**src/hw/rtl/mmbrl_pkg.sv**
```systemverilog
// Package for the multi-mode byte rate limiter.
// Holds item and result types, codes and shared constants; no dependencies.
package mmbrl_pkg;

   localparam int WINDOW_ENTRIES_DEF = 64;
   localparam int NUM_W = 27;
   localparam int CSR_INDEX_W = 2;

   localparam logic [1:0] MODE_TOKEN   = 2'd0;
   localparam logic [1:0] MODE_LEAKY   = 2'd1;
   localparam logic [1:0] MODE_SLIDING = 2'd2;
   localparam logic [1:0] MODE_FIXED   = 2'd3;

   localparam logic [2:0] ACT_ACQUIRE = 3'd0;
   localparam logic [2:0] ACT_CHECK   = 3'd1;
   localparam logic [2:0] ACT_WAIT    = 3'd2;
   localparam logic [2:0] ACT_TICK    = 3'd3;
   localparam logic [2:0] ACT_RESET   = 3'd4;
   localparam logic [2:0] ACT_CLEAR   = 3'd5;

   localparam logic [CSR_INDEX_W-1:0] CSR_MODE  = 2'd0;
   localparam logic [CSR_INDEX_W-1:0] CSR_RATE  = 2'd1;
   localparam logic [CSR_INDEX_W-1:0] CSR_BURST = 2'd2;

   localparam logic [31:0] RATE_RST  = 32'd1048576;
   localparam logic [31:0] BURST_RST = 32'd1048576;
   localparam logic [31:0] WIN_MS    = 32'd1000;

   typedef enum logic [2:0] {
      OP_ACQUIRE, OP_CHECK, OP_WAIT, OP_TICK, OP_RESET, OP_CLEAR, OP_NONE
   } op_type;

   typedef enum logic [2:0] {
      ST_IDLE, ST_SUM, ST_PURGE_RD, ST_PURGE_CHK, ST_DECIDE, ST_DIV
   } state_type;

   typedef struct packed {
      logic [2:0]  action;
      logic [15:0] byte_count;
      logic [31:0] now_ms;
   } req_type;

   typedef struct packed {
      logic        allowed;
      logic [30:0] wait_ms;
      logic        status;
      logic [63:0] bytes_allowed_total;
      logic [63:0] bytes_rejected_total;
      logic [31:0] mode_rejections;
   } rsp_type;

   typedef struct packed {
      op_type      op;
      logic        zero_count;
      logic [15:0] byte_count;
      logic [31:0] now_ms;
   } cmd_type;

   typedef struct packed {
      logic    valid;
      cmd_type cmd;
   } queue_out_type;

   function automatic logic [35:0] times_ten(input logic [31:0] v);
      return ({4'b0, v} << 3) + ({4'b0, v} << 1);
   endfunction

endpackage

```
**src/hw/rtl/mmbrl_front.sv**
```systemverilog
// Front end: decodes incoming items and holds them in a two-entry queue.
// Depends on mmbrl_pkg.
module mmbrl_front (
   input  logic                    clock,
   input  logic                    reset,
   input  logic                    start,
   output logic                    busy,
   input  mmbrl_pkg::req_type      req_item,
   input  logic                    pop,
   output mmbrl_pkg::queue_out_type q_out
);

   mmbrl_pkg::cmd_type slot_ff [2];
   logic               wr_ptr_ff, wr_ptr_in;
   logic               rd_ptr_ff, rd_ptr_in;
   logic [1:0]         count_ff, count_in;
   mmbrl_pkg::cmd_type cmd;
   logic               push;

   always_comb begin
      cmd.byte_count = req_item.byte_count;
      cmd.now_ms     = req_item.now_ms;
      cmd.zero_count = (req_item.byte_count == 16'd0);
      unique case (req_item.action)
         mmbrl_pkg::ACT_ACQUIRE: cmd.op = mmbrl_pkg::OP_ACQUIRE;
         mmbrl_pkg::ACT_CHECK:   cmd.op = mmbrl_pkg::OP_CHECK;
         mmbrl_pkg::ACT_WAIT:    cmd.op = mmbrl_pkg::OP_WAIT;
         mmbrl_pkg::ACT_TICK:    cmd.op = mmbrl_pkg::OP_TICK;
         mmbrl_pkg::ACT_RESET:   cmd.op = mmbrl_pkg::OP_RESET;
         mmbrl_pkg::ACT_CLEAR:   cmd.op = mmbrl_pkg::OP_CLEAR;
         default:                cmd.op = mmbrl_pkg::OP_NONE;
      endcase
   end

   assign busy  = (count_ff == 2'd2);
   assign push  = start && !busy;
   assign q_out.valid = (count_ff != 2'd0);
   assign q_out.cmd   = slot_ff[rd_ptr_ff];

   always_comb begin
      wr_ptr_in = wr_ptr_ff;
      rd_ptr_in = rd_ptr_ff;
      count_in  = count_ff;
      if (push) begin
         wr_ptr_in = !wr_ptr_ff;
      end
      if (pop) begin
         rd_ptr_in = !rd_ptr_ff;
      end
      if (push && !pop) begin
         count_in = count_ff + 2'd1;
      end else if (pop && !push) begin
         count_in = count_ff - 2'd1;
      end
   end

   always_ff @(posedge clock) begin
      if (reset) begin
         wr_ptr_ff <= 1'b0;
         rd_ptr_ff <= 1'b0;
         count_ff  <= 2'd0;
      end else begin
         wr_ptr_ff <= wr_ptr_in;
         rd_ptr_ff <= rd_ptr_in;
         count_ff  <= count_in;
      end
   end

   always_ff @(posedge clock) begin
      if (push) begin
         slot_ff[wr_ptr_ff] <= cmd;
      end
   end

endmodule

```
**config.mk**
```make
export PLATFORM = sky130hd
export DESIGN_NAME = mmbrl_front
export DESIGN_NICKNAME = d
export VERILOG_FILES = /design/src/hw/rtl/mmbrl_pkg.sv /design/src/hw/rtl/mmbrl_front.sv
export SDC_FILE = /design/constraint.sdc
export NUM_CORES = 1
export LEC_CHECK = 0
export CAP_MARGIN = 0
export CORE_AREA = 4 4 91 93
export DETAILED_ROUTE_END_ITERATION = 10
export DIE_AREA = 0 0 95 97
export DONT_BUFFER_PORTS = 1
export GPL_TIMING_DRIVEN = 0
export PLACE_DENSITY = 0.69
export SYNTH_ARGS = -nofsm -noshare
export SYNTH_HDL_FRONTEND = slang
export SYNTH_SLANG_ARGS = --single-unit
```
**constraint.sdc**
```tcl
create_clock -name clock -period 2.65 [get_ports clock]
set_input_delay 0.1325 -clock clock [delete_from_list [all_inputs] [get_ports clock]]
set_output_delay 0.1325 -clock clock [all_outputs]
set_load 0.05 [all_outputs]
```
# Yosys cells after proc, flatten, opt, wreduce, memory -nomap -nowiden
# Memory sizes are Yosys's and may differ from the RTL's. A register that Yosys moved wholly into a read port is not among the register bits.
# Index checks and enable logic that the tools add are counted.
totals:
  wordCells: 31
  memories: 1
  inputBits: 55
  regBits: 4
  mem_bits_rw: 104
  out_inout_bits: 54
memory_table:
  columns: ["name", "depth", "width", "read_ports", "rd_ports_with_merged_regs", "write_ports", "line_no", "rtl"]
  rows:
  - ["slot_ff", 2, 52, 1, 1, 1, "mmbrl_front.sv:13", "mmbrl_pkg::cmd_type slot_ff [2];"]
op_classes:
  n_reduce_logical: 12
  n_mux: 7
  n_eq_ne: 6
  n_addsub: 2
op_table:
  columns: ["op", "count"]
  rows:
  - ["case mux 3 bit (6 select lines)", 1]
  - ["zero test 16 bit", 1]
  - ["equality test 3 x 2 -> 1 bit (second input constant)", 2]
  - ["equality test 3 bit (second input constant)", 2]
  - ["zero test 1 bit", 5]
  - ["2-to-1 mux 1 bit", 4]
  - ["2-to-1 mux 2 bit", 2]
  - ["nonzero test 2 bit", 2]
  - ["equality test 3 x 1 -> 1 bit (second input constant)", 1]
  - ["logical AND 1 bit", 3]
  - ["zero test 3 bit", 1]
  - ["adder 2 x 1 -> 2 bit (second input constant)", 1]
  - ["equality test 2 bit (second input constant)", 1]
  - ["subtractor 2 x 1 -> 2 bit (second input constant)", 1]

# Depth between registers and ports, before layout
# Gate-level depths: netlist of run 1.
depth:
  word_depth: 7
  mapped_depth: 6
  ltp_nobuf: 6

# Worst setup path before layout of run 1
# OpenSTA, ideal clock, no wires.
synth_path:
  kind: "flip-flop to flip-flop"
  startpoint: "register count_ff[1]"
  endpoint: "memory slot_ff[1][0] (netlist name), enable pin"
  t_arrival_ps: 1961
  path_buffers: 0
  period_less_slack_ps: 2376
  path_stages_with_launch: 4
  path_slack_ps: 274
  setup_time_ps: 415
  required_time_ps: 2235
  path_cell_list: "dfxtp_1 -> nor2b_2 -> nor2_1 -> and2_1"
synth_between:
  elab_chain_cells: 5
synth_rtl:
  columns: ["item", "line_no", "rtl"]
  rows:
  - ["start: declaration", "mmbrl_front.sv:16", "logic [1:0] count_ff, count_in;"]
  - ["start signal: assignment", "mmbrl_front.sv:65", "count_ff <= count_in;"]
  - ["equality test 2 bit", "mmbrl_front.sv:35", "assign busy = (count_ff == 2'd2);"]
  - ["via busy", "mmbrl_front.sv:7", "output logic busy,"]
  - ["zero test 1 bit", "mmbrl_front.sv:36", "assign push = start && !busy;"]
  - ["logical AND 1 bit", "mmbrl_front.sv:36", null]
  - ["2-to-1 mux 1 bit", "mmbrl_front.sv:70", "if (push) begin"]
  - ["2-to-1 mux 1 bit (not written as such)", "mmbrl_front.sv:71", "slot_ff[wr_ptr_ff] <= cmd;"]
  - ["end: declaration", "mmbrl_front.sv:13", null]
# The timed path passes the listed nets, and every way through them passes these cells.

# Final worst setup path of run 1
layout_path:
  startpoint: "register count_ff[0]"
  endpoint: "memory slot_ff[0][35] (netlist name), enable pin"
# The elaborated chain is that of the path after synthesis.

==> results by group, run 1 <==
Yosys
  • Mapped cell area: 4020 µm²
  • Synth top area cells: edfxtp_1, mux2_2, dfxtp_1
  • Post-Synth Simple-Gate Area: 2.06%
  • Ys flop type: edfxtp_1
  • Dominant cell type by area after synthesis: edfxtp_1
  • Syn Nets: 251
  • Mux contribution to synthesized area: 14.6%
  • Async SR Flop Fraction: 0%
  • Unique cell type count in the Yosys netlist: 20
  • Gate Count Post-Synth: 195
  • Adder-Cell Fraction of Synth Area: 0.312%
  • Yosys reg bits: 109
  • Sequential-to-total area share from yosys stat: 80.2%
  • Xor/xnor cell area share of the yosys netlist: 0.654%
  • Complex-gate fraction of the synthesized area: 0.685%
  • Post-synth EDFFs: 104
  • Main combinational cell family by area after synthesis: multiplexers
  • Synth top area share: 77.8%
  • Ys Warns: 0
  • Mapped Avg Cell Area: 20.6 µm²

Critical path
  • Worst Path Buf+Inv: 2
  • Crit path DAT: 2110 ps
  • Worst stage delay on the critical path: 470 ps
  • Critical path startpoint category: register
  • CP endpoint kind: register
  • Slowest CP cell: inv_2
  • Delay-heaviest family, CP: buffers and inverters
  • Crit-path max FO: 27
  • Crit Path Class: reg -> reg
  • Worst path cell trace: nor2b_2, or3_1, inv_2, buf_12
  • Worst Path Required: 2700 ps

Global route
  • Met2 GRT Util: 28.5%
  • First-pass GRT wire length: 11100 µm
  • Met3 Track Usage GR: 4.59%
  • Gr ovfl total: 0
  • Busiest grt layer: met2
  • Vias in the first global route: 2154
  • Largest net degree at the start of global routing: 28
  • Initial antenna violation count: 0
  • Gr usage total: 16.1%
  • M1 GR Usage: 18.1%

CTS
  • Root Driver: clkbuf_8
  • Sink Count: 109
  • H-tree levels: 3
  • Post-cts resize count: 0
  • CTS tree: done
  • Inserted Clock Buffers: 9
  • Worst-path clk slew: 90 ps
  • CTS max path bufs: 2
  • Clock Latency Late Sink: 350 ps

Flow run
  • Maxcap violations: 0

Timing
  • Min Tclk post-route: 2060 ps
  • Max-slew violations: 0
  • Worst Skew: 7.22 ps
  • Hold Fails Final Rpt: 0
  • Fmax: 486 MHz
  • Final Cycle Share: 77.6%
  • Unrepaired setup endpoints after global routing: no
  • Measured slew at the worst slew-check pin: 694 ps
  • Rel. slew slack: 53.7%
  • WHS: 39.3 ps
  • Setup Viol. Count Final: 0

Power and ir drop
  • Leak Pwr: 1.63 nW
  • VDD IR max: 0.650 mV
  • Cell Pwr Density: 798 nW/µm²

Routing
  • Initial drt markers: 105
  • DRC: 0
  • Final WL: 7210 µm
  • TritonRoute pass-1 iters: 4
  • Drt wl/cell: 19.6 µm
  • Antenna-violating nets left: 0
  • Vias per cell: 5.24
  • Routed vias: 1924

Outcome
  • Status: complete, no violations

Layout
  • Final std cells w/o fill: 367
  • Layout cells sized above 1: 29.1%
  • Fill cells: 528
  • Nets@finish: 316
  • Area grow syn2layout: 21.5%
  • Antenna cell count: 0

Die
  • # rows: 32
  • Die width: 95 µm
  • Die height: 97 µm
  • Ports: 109
  • Initial Util: 53.4%
  • Core region area: 7530 µm²
  • Die ar.: 9220 µm²

Placed design
  • DPL Wire Length: 4690 µm
  • Placed Instances: 299
  • GPL Wtd Cong: 0.624
  • I/O Buffers: 0

Hold path
  • Worst hold path class: in -> reg
-- state kept, by name, summed over array words and instances (netlist names), named ones only --
| signal | count |
|---|---|
| slot_ff | 104 |
| count_ff | 2 |
| rd_ptr_ff | 1 |
| wr_ptr_ff | 1 |
-- report_power, final --
part	internal (mW)	total, mW	switching (mW)
combinational	0.225	0.911	0.685
clock	0.336	0.855	0.519
sequential	2.08	2.13	0.0446
total	2.64	3.89	1.25
-- cell type report --
type                            count  area [µm²]  area share [%]
Sequential cell                   109        3220            66.1
Inverter                            3        11.3           0.231
Clock inverter                      7        41.3           0.846
Multi-Input combinational cell     75         736            15.1
Buffer                              8        47.5           0.975
Clock buffer                        9         124            2.54
Timing Repair Buffer               54         568            11.6
Tap cell                          102         128            2.62
-- placed cells by master, fill, tap and decap left out --
cell           instances
clkinvlp_4             1
buf_12                 1
a21boi_0               1
clkinv_2               1
xnor2_1                1
inv_1                  2
or3_1                  2
o21ai_0                2
dfxtp_1                5
nor2_1                 4
inv_6                  1
buf_4                  4
or2_2                  1
xor2_1                 2
ha_1                   1
clkinv_1               3
clkbuf_8               9
dlygate4sd3_1         52
and4_1                 1
a21oi_1                2
clkbuf_1               2
clkinv_4               1
edfxtp_1             104
inv_2                  1
nor2b_2                1
nor4_1                 4
and2_2                 1
mux2_2                52
buf_2                  2
buf_16                 1
-- Yosys cell counts, types with 2 or more instances --
library cell / count
edfxtp_1: 104
mux2_2: 52
dfxtp_1: 5
buf_4: 4
nor2_1: 4
nor4_1: 4
inv_1: 3
a21oi_1: 2
buf_2: 2
clkbuf_1: 2
o21ai_0: 2
or3_1: 2
xor2_1: 2
-- cells by family (layout without fill, tap and decap cells) --
kind of cell	after synthesis	in the layout
flops	109	109
mux	52	52
simple gates	14	14
buf+inv	11	81
compound gates	5	5
xor+xnor	3	3
fa+ha+maj	1	1
-- layer usage --
metal | wire length, µm | vias up
li1 | - | 883
met1 | 2830 | 956
met2 | 3810 | 75
met3 | 473 | 10
met4 | 99 | 0
met5 | 0 | -
-- repair_timing --
item | 4_1_cts | 5_1_grt
buffers inserted | 0 | 0
hold buffers | 52 | 0
hold endpoints to repair | 105 | 0
-- metrics by stage --
| step | setup slack (ps) | setup TNS (ps) | total power, mW | cell area [µm²] | util (%) |
|---|---|---|---|---|---|
| floorplan | 274 | 0 | 2.90 | 4020 | - |
| global placement | -196 | -14750 | 2.97 | 4140 | 55.1 |
| detailed placement | 569 | 0 | 3.01 | 4190 | 55.7 |
| CTS | 536 | 0 | 3.92 | 4880 | 64.8 |
| global route | 422 | 0 | 4.04 | 4880 | 64.8 |
| finish | 594 | 0 | 3.89 | 4880 | 64.8 |
-- final timing paths --
| kind | endpoint | cells after the start | slack, ps | start |
|---|---|---|---|---|
| worst min-delay path | slot_ff[0][49] | 1 | 40 | req_item[50] |
| worst min register to register | wr_ptr_ff | 2 | 510 | wr_ptr_ff |
| worst max register to register | slot_ff[0][35] | 4 | 590 | count_ff[0] |
| worst max-delay path | slot_ff[0][35] | 4 | 590 | count_ff[0] |
No activity file was read; power rests on OpenSTA's default activity.
==> run 2: changes to the inputs <==
--- a/config.mk
+++ b/config.mk
@@ -5,10 +5,11 @@
 export SDC_FILE = /design/constraint.sdc
 export NUM_CORES = 1
 export LEC_CHECK = 0
+export ABC_AREA = 1
 export CAP_MARGIN = 0
-export CORE_AREA = 4 4 91 93
+export CORE_AREA = 4 4 94 96
 export DETAILED_ROUTE_END_ITERATION = 10
-export DIE_AREA = 0 0 95 97
+export DIE_AREA = 0 0 98 100
 export DONT_BUFFER_PORTS = 1
 export GPL_TIMING_DRIVEN = 0
 export PLACE_DENSITY = 0.69
==> constraint.sdc (replaced) <==
create_clock -name clock -period 2.1 [get_ports clock]
set_input_delay 0.105 -clock clock [delete_from_list [all_inputs] [get_ports clock]]
set_output_delay 0.105 -clock clock [all_outputs]
set_load 0.05 [all_outputs]
==> run 2 against run 1 <==
Effect of this change: sequential power rose by 23%; sequential share of layout area fell by 5.0 points; power rose by 27%.
==> results by group, run 2 <==
Outcome
  • Status: complete, no violations (unchanged)

Yosys
  • Syn Nets: 267 (was 251)
  • Ys flop type: edfxtp_1 (unchanged)
  • Dominant cell type by area after synthesis: edfxtp_1 (unchanged)
  • Sequential-to-total area share from yosys stat: 74.8% (was 80.2%)
  • Async SR Flop Fraction: 0% (unchanged)
  • Gate Count Post-Synth: 211 (was 195)
  • Synth top area share: 72.5% (was 77.8%)
  • Unique cell type count in the Yosys netlist: 18 (was 20)
  • Synth top area cells: edfxtp_1, mux2_4, buf_12 (was edfxtp_1, mux2_2, dfxtp_1)
  • Mapped cell area: 4310 µm² (was 4020 µm²)
  • Yosys reg bits: 109 (unchanged)
  • Mapped Avg Cell Area: 20.4 µm² (was 20.6 µm²)
  • Most instantiated library cell after synthesis: edfxtp_1 (unchanged)
  • Post-synth EDFFs: 104 (unchanged)
  • Ys Warns: 0 (unchanged)
  • Synth top cells by count: edfxtp_1, mux2_4, nor2_1 (was edfxtp_1, mux2_2, dfxtp_1)

Critical path
  • Slowest CP cell: nor2_4 (was inv_2)
  • CP endpoint kind: register (unchanged)
  • Crit path DAT: 1740 ps (was 2110 ps)
  • Crit-path max FO: 21 (was 27)
  • Critical path startpoint category: register (unchanged)
  • Worst stage delay on the critical path: 400 ps (was 470 ps)
  • R2r setup slk: 420 ps (was 590 ps)
  • R2R cell count: 5 (was 4)
  • Worst Path Required: 2160 ps (was 2700 ps)
  • Reg-to-Reg End: slot_ff[1][30] (was slot_ff[0][35])
  • Crit Path Class: reg -> reg (unchanged)
  • Critical R2R Launch: count_ff[1] (was count_ff[0])
  • Worst path cell trace: inv_1, o21ai_2, nor2_4, buf_16, buf_16 (was nor2b_2, or3_1, inv_2, buf_12)
  • Most used cell, CP: buf_16

Placed design
  • Area post-placement: 4560 µm² (was 4190 µm²)
  • DPL Wire Length: 4470 µm (was 4690 µm)
  • I/O Buffers: 0 (unchanged)
  • GPL Wtd Cong: 0.657 (was 0.624)

Routing
  • Initial drt markers: 69 (was 105)
  • Final WL: 6860 µm (was 7210 µm)
  • Routed vias: 1953 (was 1924)
  • TritonRoute pass-1 iters: 5 (was 4)
  • Antenna-violating nets left: 0 (unchanged)
  • Vias per cell: 5.02 (was 5.24)
  • DRC: 0 (unchanged)
  • Drt wl/cell: 17.6 µm (was 19.6 µm)

Global route
  • Initial antenna violation count: 0 (unchanged)
  • Largest net degree at the start of global routing: 22 (was 28)
  • Vias in the first global route: 2085 (was 2154)
  • First-pass GRT wire length: 10600 µm (was 11100 µm)
  • Gr ovfl total: 0 (unchanged)
  • Gr usage total: 14.4% (was 16.1%)

Power and ir drop
  • Cell Pwr Density: 940 nW/µm² (was 798 nW/µm²)
  • Leak Pwr: 1.92 nW (was 1.63 nW)
  • VDD IR max: 0.466 mV (was 0.650 mV)

Timing
  • Hold Fails Final Rpt: 0 (unchanged)
  • WHS: 36.1 ps (was 39.3 ps)
  • Unrepaired setup endpoints after global routing: no (unchanged)
  • Setup tns final: 0 ps (unchanged)
  • Fmax: 597 MHz (was 486 MHz)
  • Measured slew at the worst slew-check pin: 879 ps (was 694 ps)
  • Worst Skew: 10.7 ps (was 7.22 ps)
  • Final Cycle Share: 79.8% (was 77.6%)
  • Rel. slew slack: 41.2% (was 53.7%)
  • Setup Viol. Count Final: 0 (unchanged)
  • Min Tclk post-route: 1680 ps (was 2060 ps)
  • Max-slew violations: 0 (unchanged)

Die
  • Die height: 100 µm (was 97 µm)
  • Die width: 98 µm (was 95 µm)
  • # rows: 33 (was 32)
  • Core region area: 8050 µm² (was 7530 µm²)
  • Die ar.: 9800 µm² (was 9220 µm²)
  • Initial Util: 53.5% (was 53.4%)
  • Ports: 109 (unchanged)

CTS
  • CTS tree: done (unchanged)
  • CTS max path bufs: 2 (unchanged)
  • Worst-path clk slew: 100 ps (was 90 ps)
  • Sink Count: 109 (unchanged)
  • Post-CTS setup buffer count: 0 (unchanged)
  • Clock Latency Late Sink: 360 ps (was 350 ps)
  • Inserted Clock Buffers: 9 (unchanged)
  • Root Driver: clkbuf_8 (unchanged)
  • H-tree levels: 3 (unchanged)

Layout
  • Biggest regs: slot_ff: 104 flops, count_ff: 2 flops (unchanged)
  • Post-layout util: 65.5% (was 64.8%)
  • Final instance area: 5280 µm² (was 4880 µm²)
  • Layout cells sized above 1: 28.2% (was 29.1%)
  • Nets@finish: 335 (was 316)
  • Commonest cells after routing, fill and taps aside: edfxtp_1, dlygate4sd3_1, mux2_4 (was edfxtp_1, mux2_2, dlygate4sd3_1)
  • Antenna cell count: 0 (unchanged)
  • Commonest non-fill, non-tap cell in the layout: edfxtp_1 (unchanged)
  • Area grow syn2layout: 22.5% (was 21.5%)
  • Max reg flops: 104 (unchanged)
  • Top reg by flops: slot_ff (unchanged)

Hold path
  • Worst hold path class: in -> reg (unchanged)
  • Min-Delay Startpoint: req_item[48] (was req_item[50])
  • Hold Crit Endpoint: slot_ff[1][49] (was slot_ff[0][49])
  • Hold depth: 1 (unchanged)

Flow run
  • Maxcap violations: 0 (unchanged)
## run 2: changes by cell type after synthesis, moves of 2 or more
cell | previous run | this run
mux2_2 | 52 | 2
mux2_4 | 0 | 50
nor2_1 | 4 | 17
inv_1 | 3 | 9
buf_12 | 0 | 5
nand2_1 | 0 | 5
buf_4 | 4 | 0
nor4_1 | 4 | 0
nand4_1 | 0 | 3
buf_2 | 2 | 0
or3_1 | 2 | 0
xor2_1 | 2 | 0
## run 2: repair_timing
action / in CTS / in global routing
hold buffers: 53 / 0
endpoints found under the hold margin: 107 / 0
resized for setup: 0 / 0
## run 2: through the flow
| stage | std cells | worst slack, ps | total power, mW |
|---|---|---|---|
| final | 389 | 424 | 4.96 |
| after global routing | 389 | 310 | 5.16 |
| after CTS | 389 | 388 | 5.02 |
| after detailed placement | 320 | 414 | 3.78 |
| after global placement | 316 | -955 | 3.72 |
| after floorplan | 211 | -153 | 3.63 |
## run 2: area by class of cell
| type | count | area, µm² |
|---|---|---|
| sequential | 109 | 3220 |
| tap | 105 | 131 |
| fill | 558 | 2780 |
| clock inverter | 7 | 57.6 |
| multi-input combinational | 85 | 947 |
| timing repair buffer | 57 | 641 |
| clock buffer | 9 | 124 |
| buffer | 8 | 119 |
| inverter | 9 | 33.8 |
## run 2: worst max-delay path by stage
| stage | start | end | slack, ps | cells after the start |
|---|---|---|---|---|
| CTS | count_ff[1] | slot_ff[1][30] | 390 | 5 |
| floorplan | count_ff[1] | slot_ff[0][0] | -150 | 3 |
| detailed placement | count_ff[1] | slot_ff[1][19] | 410 | 5 |
| global placement | count_ff[1] | slot_ff[1][28] | -960 | 3 |
| global route | count_ff[1] | slot_ff[1][30] | 310 | 5 |
| finish | count_ff[1] | slot_ff[1][30] | 420 | 5 |
## run 2: logic make-up after synthesis
logic type | count (synthesis) | share of synthesized area, %
AO/OA/AOI/OAI | 5 | 0.726
AND/OR/NAND/NOR | 26 | 2.47
flip-flops | 109 | 74.8
buffers and inverters | 17 | 3.54
adder cells (fa/ha/maj) | 1 | 0.290
multiplexers | 52 | 17.9
XOR/XNOR | 1 | 0.203
## run 2: per-layer routing
| layer | global-route usage (%) | vias to the layer above | share of wire (%) |
|---|---|---|---|
| met5 | 0 | - | 0 |
| met4 | 7.24 | 0 | 2.2 |
| met3 | 4.31 | 11 | 6.2 |
| met2 | 26.2 | 64 | 54 |
| met1 | 15.0 | 948 | 37 |
| li1 | - | 930 | - |
## run 2: worst max-delay path, delay by kind of cell, from the launching register on
family	cells	cell delay, ps
compound gates	1	130
buf+inv	3	520
flops	1	320
simple gates	1	400
## run 2: power by group
| group | switching, mW | leakage (nW) | internal [mW] | total [mW] |
|---|---|---|---|---|
| Combinational | 0.783 | 0.814 | 0.399 | 1.18 |
| Clock | 0.701 | 0.0951 | 0.451 | 1.15 |
| Sequential | 0.0463 | 1.01 | 2.58 | 2.63 |
| Total | 1.53 | 1.92 | 3.43 | 4.96 |
